## config.mk

```make
export PLATFORM = sky130hd
export DESIGN_NAME = nnr_map
export DESIGN_NICKNAME = d
export VERILOG_FILES = /design/src/hdl/nnr_pkg.sv /design/src/hdl/nnr_map.sv
export SDC_FILE = /design/constraint.sdc
export NUM_CORES = 2
export LEC_CHECK = 0
export ABC_AREA = 1
export BUFFER_PORTS_ARGS = -buffer_cell sky130_fd_sc_hd__buf_4
export CAP_MARGIN = 0
export CORE_ASPECT_RATIO = 0.8
export CORE_MARGIN = 2
export CORE_UTILIZATION = 37
export DETAILED_ROUTE_END_ITERATION = 10
export HOLD_SLACK_MARGIN = 0.1
export PLACE_DENSITY = 0.56
export SYNTH_ARGS = -nofsm -noshare
export SYNTH_HDL_FRONTEND = slang
export SYNTH_SLANG_ARGS = --single-unit
```

## constraint.sdc

```tcl
create_clock -name clk -period 7.1 [get_ports clk]
set_input_delay 1.065 -clock clk [delete_from_list [all_inputs] [get_ports clk]]
set_output_delay 1.065 -clock clk [all_outputs]
set_load 0.02 [all_outputs]
```

## src/hdl/nnr_pkg.sv

```systemverilog
`timescale 1ns / 1ps
// Shared types and constants of the nearest-neighbor rotation unit.
// No dependencies.

package nnr_pkg;

    localparam int COORD_W = 8;
    localparam int CHAN_W  = 8;
    localparam int PIXEL_W = 3 * CHAN_W;
    localparam int DIM_W   = 9;
    localparam int COEF_W  = 16;
    localparam int COEF_FRAC_BITS = 14;
    localparam int DELTA_W = 11;
    localparam int PROD_W  = DELTA_W + COEF_W;
    localparam int CFG_IDX_W  = 2;
    localparam int CFG_DATA_W = 16;

    localparam logic [DIM_W-1:0]  RST_FRAME_WIDTH  = 9'd256;
    localparam logic [DIM_W-1:0]  RST_FRAME_HEIGHT = 9'd256;
    localparam logic [COEF_W-1:0] RST_COS_COEF     = 16'h4000;
    localparam logic [COEF_W-1:0] RST_SIN_COEF     = 16'h0000;

    localparam logic OP_STORE = 1'b0;
    localparam logic OP_FETCH = 1'b1;

    typedef enum logic [CFG_IDX_W-1:0] {
        REG_FRAME_WIDTH  = 2'd0,
        REG_FRAME_HEIGHT = 2'd1,
        REG_COS_COEF     = 2'd2,
        REG_SIN_COEF     = 2'd3
    } cfg_reg_t;

    typedef struct packed {
        logic               op;
        logic [COORD_W-1:0] col;
        logic [COORD_W-1:0] row;
        logic [PIXEL_W-1:0] pix;
    } item_t;

    typedef struct packed {
        logic             in_frame;
        logic [DIM_W-1:0] sx;
        logic [DIM_W-1:0] sy;
    } src_coord_t;

endpackage

```

## src/hdl/nnr_map.sv

```systemverilog
`timescale 1ns / 1ps
// Reverse coordinate mapper: three register stages (products, sums, rounding).
// Depends on nnr_pkg.

module nnr_map (
    input  logic                             clk,
    input  logic                             en,
    input  logic [nnr_pkg::COORD_W-1:0]      col,
    input  logic [nnr_pkg::COORD_W-1:0]      row,
    input  logic [nnr_pkg::DIM_W-1:0]        w,
    input  logic [nnr_pkg::DIM_W-1:0]        h,
    input  logic signed [nnr_pkg::COEF_W-1:0] c,
    input  logic signed [nnr_pkg::COEF_W-1:0] s,
    output nnr_pkg::src_coord_t              res
);

    localparam int COEF_FRAC_BITS = nnr_pkg::COEF_FRAC_BITS;
    localparam int PROD_W = nnr_pkg::PROD_W;
    localparam int BASE_W = nnr_pkg::DIM_W + COEF_FRAC_BITS + 1;
    localparam int SUM_W  = ((PROD_W > BASE_W) ? PROD_W : BASE_W) + 2;
    localparam int Q_W    = SUM_W - COEF_FRAC_BITS - 1;
    localparam int DW     = nnr_pkg::DIM_W;

    logic signed [nnr_pkg::DELTA_W-1:0] dx;
    logic signed [nnr_pkg::DELTA_W-1:0] dy;
    logic signed [PROD_W-1:0] p_xc_reg, p_ys_reg, p_yc_reg, p_xs_reg;
    logic signed [PROD_W-1:0] p_xc_next, p_ys_next, p_yc_next, p_xs_next;
    logic signed [SUM_W-1:0]  sum_x_reg, sum_y_reg;
    logic signed [SUM_W-1:0]  sum_x_next, sum_y_next;
    logic [SUM_W-1:0]         w_term, h_term;
    logic [SUM_W-1:0]         mag_x, mag_y, rnd_x, rnd_y;
    logic [Q_W-1:0]           q_x, q_y;
    logic                     in_x, in_y;
    nnr_pkg::src_coord_t      res_reg, res_next;

    assign dx = $signed({2'b00, col, 1'b0}) - $signed({2'b00, w});
    assign dy = $signed({2'b00, row, 1'b0}) - $signed({2'b00, h});

    assign p_xc_next = dx * c;
    assign p_ys_next = dy * s;
    assign p_yc_next = dy * c;
    assign p_xs_next = dx * s;

    assign w_term = {{(SUM_W-DW-COEF_FRAC_BITS){1'b0}}, w, {COEF_FRAC_BITS{1'b0}}};
    assign h_term = {{(SUM_W-DW-COEF_FRAC_BITS){1'b0}}, h, {COEF_FRAC_BITS{1'b0}}};

    assign sum_x_next = {{(SUM_W-PROD_W){p_xc_reg[PROD_W-1]}}, p_xc_reg}
                      + {{(SUM_W-PROD_W){p_ys_reg[PROD_W-1]}}, p_ys_reg}
                      + $signed(w_term);
    assign sum_y_next = {{(SUM_W-PROD_W){p_yc_reg[PROD_W-1]}}, p_yc_reg}
                      - {{(SUM_W-PROD_W){p_xs_reg[PROD_W-1]}}, p_xs_reg}
                      + $signed(h_term);

    // round half away from zero on the magnitude
    assign mag_x = sum_x_reg[SUM_W-1] ? SUM_W'(-sum_x_reg) : SUM_W'(sum_x_reg);
    assign mag_y = sum_y_reg[SUM_W-1] ? SUM_W'(-sum_y_reg) : SUM_W'(sum_y_reg);
    assign rnd_x = mag_x + (SUM_W'(1) << COEF_FRAC_BITS);
    assign rnd_y = mag_y + (SUM_W'(1) << COEF_FRAC_BITS);
    assign q_x   = rnd_x[SUM_W-1:COEF_FRAC_BITS+1];
    assign q_y   = rnd_y[SUM_W-1:COEF_FRAC_BITS+1];

    // a negative source is inside only when it rounds to zero
    assign in_x = sum_x_reg[SUM_W-1] ? (q_x == '0) : (q_x < {{(Q_W-DW){1'b0}}, w});
    assign in_y = sum_y_reg[SUM_W-1] ? (q_y == '0) : (q_y < {{(Q_W-DW){1'b0}}, h});

    always_comb
    begin
        res_next.in_frame = in_x && in_y;
        res_next.sx       = sum_x_reg[SUM_W-1] ? '0 : q_x[DW-1:0];
        res_next.sy       = sum_y_reg[SUM_W-1] ? '0 : q_y[DW-1:0];
    end

    always_ff @(posedge clk)
    begin
        if (en)
        begin
            p_xc_reg  <= p_xc_next;
            p_ys_reg  <= p_ys_next;
            p_yc_reg  <= p_yc_next;
            p_xs_reg  <= p_xs_next;
            sum_x_reg <= sum_x_next;
            sum_y_reg <= sum_y_next;
            res_reg   <= res_next;
        end
    end

    assign res = res_reg;

endmodule

```

==> results_dict.tcl <==
set metrics [dict create \
    critPathMaxFanout 5 \
    antenna_left 0 \
    overflow_left_after_global_routing 0 \
    clock_sink_count 179 \
    synth.area.top_cells "sky130_fd_sc_hd__fa_1 33%, sky130_fd_sc_hd__edfxtp_1 15%, sky130_fd_sc_hd__ha_1 13%" \
    final.period_utilization_pct 98.04 \
    outcome "finished clean" \
    grt_first_pass_wirelength_mm 157.5 \
    synth.distinct_cells 52 \
    antenna_found_initial 3 \
    grt_start_max_net_pins 168 \
    route.vias.total 28220 \
    post-route-min-period_ns 6.961 \
    grt.met3_usage_pct 4.508 \
    path_class_of_the_lowest_slack_min_delay_path "flip-flop to flip-flop" \
    numCtsBuffers 17 \
    dp_hpwl_mm 82.63 \
    track_usage_pct 20.93 \
    synth_top_cell_by_area "sky130_fd_sc_hd__fa_1" \
    synthesis.area_per_instance_um2 8.431 \
    io-pin-count 87 \
    ys_ff_latch 179 \
    dominantRegCellSynth "sky130_fd_sc_hd__edfxtp_1" \
    timing.clock.skew_ns 0.01549 \
    fin_nets 5616 \
    layout.cells.most_common "sky130_fd_sc_hd__inv_1" \
    gpl_wtd_cong 0.8872 \
    asyncSetResetFlopFracSynth_pct 0 \
    tritoncts "done" \
    slew_headroom_pct 22.24 \
    n_antenna_cell 0 \
    hold_buffers 0 \
    timing.critical_path.slowest_stage_cell "sky130_fd_sc_hd__fa_1" \
    first_pass_iters 8 \
    routed_wirelength_mm 99.33 \
    dr.first_iter.drc_count 1993 \
    commonest_non_fill_non_tap_cells_in_the_layout "1,003 x sky130_fd_sc_hd__inv_1, 768 x sky130_fd_sc_hd__nand2_1, 563 x sky130_fd_sc_hd__fa_1" \
    clk_transition_reported_paths_ns 0.08 \
    routed_wire_length_per_instance_um 16.97 \
    hold_viol_final 0 \
    max_clock_freq_mhz 143.7 \
    area.growth.synth_to_final_pct 19.53 \
    synthDominantCellAreaShare_pct 32.85 \
    busiest_layer "met1" \
    cp_common_cell "sky130_fd_sc_hd__fa_1" \
    synthCells 4178 \
    initial_utilization_pct 37.22 \
    criticalPathCategory "input pin to flip-flop" \
    seq_area_frac_synth_pct 15.26 \
    residual_drc 0 \
    fin_worst_hold_slack_ns 0.5732 \
    timing.critical_path.slowest_cell_delay_ns 0.58 \
    worstSetupEndpointType "flip-flop" \
    setup-violations-final 0 \
    cp-start-kind "input pin" \
    timing_worst_slew_pin_value_ns 1.166 \
    final_layout_size_suffix_gt1_share_pct 17.60 \
    ctsHtreeMaxLevel 4 \
    use_met2_pct 29.76 \
    final-max-slew-violation-count 0 \
    max-cap-violations 0 \
    synthesis.area_mm2 0.03523 \
    required_ns 7.34 \
    worst_ep_arrival_time_ns 7.20 \
    clk_root_buffer_cell "sky130_fd_sc_hd__clkbuf_16" \
    floorplan.die.height_um 280.0 \
    core_region_area_mm2 0.09465 \
    global_route.usage.met1_pct 32.64 \
    cts_max_path_buffers 2 \
    synthesis.nets 5188 \
    vias_per_cell 4.820 \
    grt_pass1_vias 28280 \
    edff_count_synth 179 \
    synth-warning-count 0 \
    placement.io_buffers 86 \
    insertion_delay_ns 0.49 \
    die_area_mm2 0.09771 \
    floorplan.rows 101 \
    setup_repair_after_global_routing_missed_its_margin "true" \
    die-width_um 349.0 \
]
-- worst paths after layout --
check | slack [ns] | from | to | cells past startpoint
setup / recovery | 0.14 | w[1] | p_xs_reg[24]$_DFFE_PP_ | 32
hold / removal | 0.57 | p_xc_reg[0]$_DFFE_PP_ | sum_x_reg[0]$_DFFE_PP_ | 1
setup reg to reg | 3.12 | sum_x_reg[27]$_DFFE_PP_ | res[18]$_DFFE_PP_ | 20
hold reg to reg | 0.57 | p_xc_reg[0]$_DFFE_PP_ | sum_x_reg[0]$_DFFE_PP_ | 1
-- cells in the mapped netlist, types with 3 or more instances --
| master | number |
|---|---|
| sky130_fd_sc_hd__nand2_1 | 797 |
| sky130_fd_sc_hd__xnor2_1 | 63 |
| sky130_fd_sc_hd__fa_1 | 578 |
| sky130_fd_sc_hd__buf_1 | 9 |
| sky130_fd_sc_hd__a21boi_0 | 8 |
| sky130_fd_sc_hd__buf_4 | 3 |
| sky130_fd_sc_hd__clkinv_1 | 4 |
| sky130_fd_sc_hd__a211oi_1 | 4 |
| sky130_fd_sc_hd__nor2_1 | 385 |
| sky130_fd_sc_hd__a21oi_1 | 164 |
| sky130_fd_sc_hd__nand2_2 | 23 |
| sky130_fd_sc_hd__nand3_1 | 114 |
| sky130_fd_sc_hd__clkbuf_1 | 72 |
| sky130_fd_sc_hd__nor3_1 | 12 |
| sky130_fd_sc_hd__xor2_1 | 107 |
| sky130_fd_sc_hd__nand4_1 | 19 |
| sky130_fd_sc_hd__nand3b_1 | 9 |
| sky130_fd_sc_hd__or2_1 | 4 |
| sky130_fd_sc_hd__or2_2 | 10 |
| sky130_fd_sc_hd__inv_1 | 1010 |
| sky130_fd_sc_hd__nor2_2 | 16 |
| sky130_fd_sc_hd__nand3_4 | 3 |
| sky130_fd_sc_hd__nor2_4 | 25 |
| sky130_fd_sc_hd__edfxtp_1 | 179 |
| sky130_fd_sc_hd__o211ai_1 | 8 |
| sky130_fd_sc_hd__nand3_2 | 5 |
| sky130_fd_sc_hd__ha_1 | 364 |
| sky130_fd_sc_hd__nand2_4 | 4 |
| sky130_fd_sc_hd__a21o_1 | 10 |
| sky130_fd_sc_hd__a31oi_1 | 9 |
| sky130_fd_sc_hd__o21bai_1 | 5 |
| sky130_fd_sc_hd__o21a_1 | 8 |
| sky130_fd_sc_hd__o21ai_0 | 78 |
| sky130_fd_sc_hd__inv_2 | 11 |
| sky130_fd_sc_hd__o31ai_1 | 4 |
| sky130_fd_sc_hd__nor4_1 | 9 |
| sky130_fd_sc_hd__buf_2 | 16 |
| sky130_fd_sc_hd__o21ai_1 | 7 |
-- cells by family (layout without fill, tap and decap cells) --
| logic type | after synthesis | in the layout | synth area share, % |
|---|---|---|---|
| simple gates | 1439 | 1439 | 17.40 |
| compound gates | 318 | 318 | 5.062 |
| buf+inv | 1130 | 1571 | 12.27 |
| flops | 179 | 179 | 15.26 |
| xor+xnor | 170 | 170 | 4.227 |
| fa+ha+maj | 942 | 942 | 45.78 |
-- cell type report --
cell class	count	area, µm²
Tap cell	1236	1546
Clock inverter	15	143.9
Fill cell	9382	52550
Timing Repair Buffer	513	4337
Inverter	1026	3877
Sequential cell	179	5375
Clock buffer	17	425.4
Multi-Input combinational cell	2869	26400
-- routing by layer --
| metal | part of all wire (%) | vias to the layer above |
|---|---|---|
| met5 | 0.040 | - |
| met2 | 41 | 738 |
| li1 | - | 13450 |
| met4 | 1.2 | 6 |
| met1 | 50 | 13960 |
| met3 | 7.8 | 65 |
-- stage by stage --
stage / instances / TNS (ns) / worst slack, ns / utilization, % / cell area (µm²)
floorplan: 4178 / 0 / 0.009765 / - / 35260
global placement: 5795 / -15.67 / -0.8281 / 42.53 / 40260
detailed placement: 5795 / -17.77 / -0.8545 / 42.53 / 40260
CTS: 5827 / 0 / 0.002434 / 43.17 / 40860
global route: 5855 / -0.4734 / -0.09469 / 44.49 / 42110
finish: 5855 / 0 / 0.1394 / 44.49 / 42110
-- timing repair --
item	CTS	global route
gates resized for setup	6	218
pin swaps	1	79
endpoints found under the hold margin	0	0
endpoints found under the setup margin	5	46
setup buffers	0	24
cloned	0	4
-- critical path, delay by kind of cell --
| family | cells | cell delay, ns |
|---|---|---|
| AOI/OAI and AO/OA | 4 | 0.31 |
| buffers and inverters | 7 | 0.65 |
| and+or+nand+nor | 13 | 1.83 |
| adders and majority gates | 7 | 3.21 |
| xor gates and xnor gates | 1 | 0.13 |
Power is not shown: default switching activity piles up to over one toggle a cycle in this logic, so the estimate is an artifact.
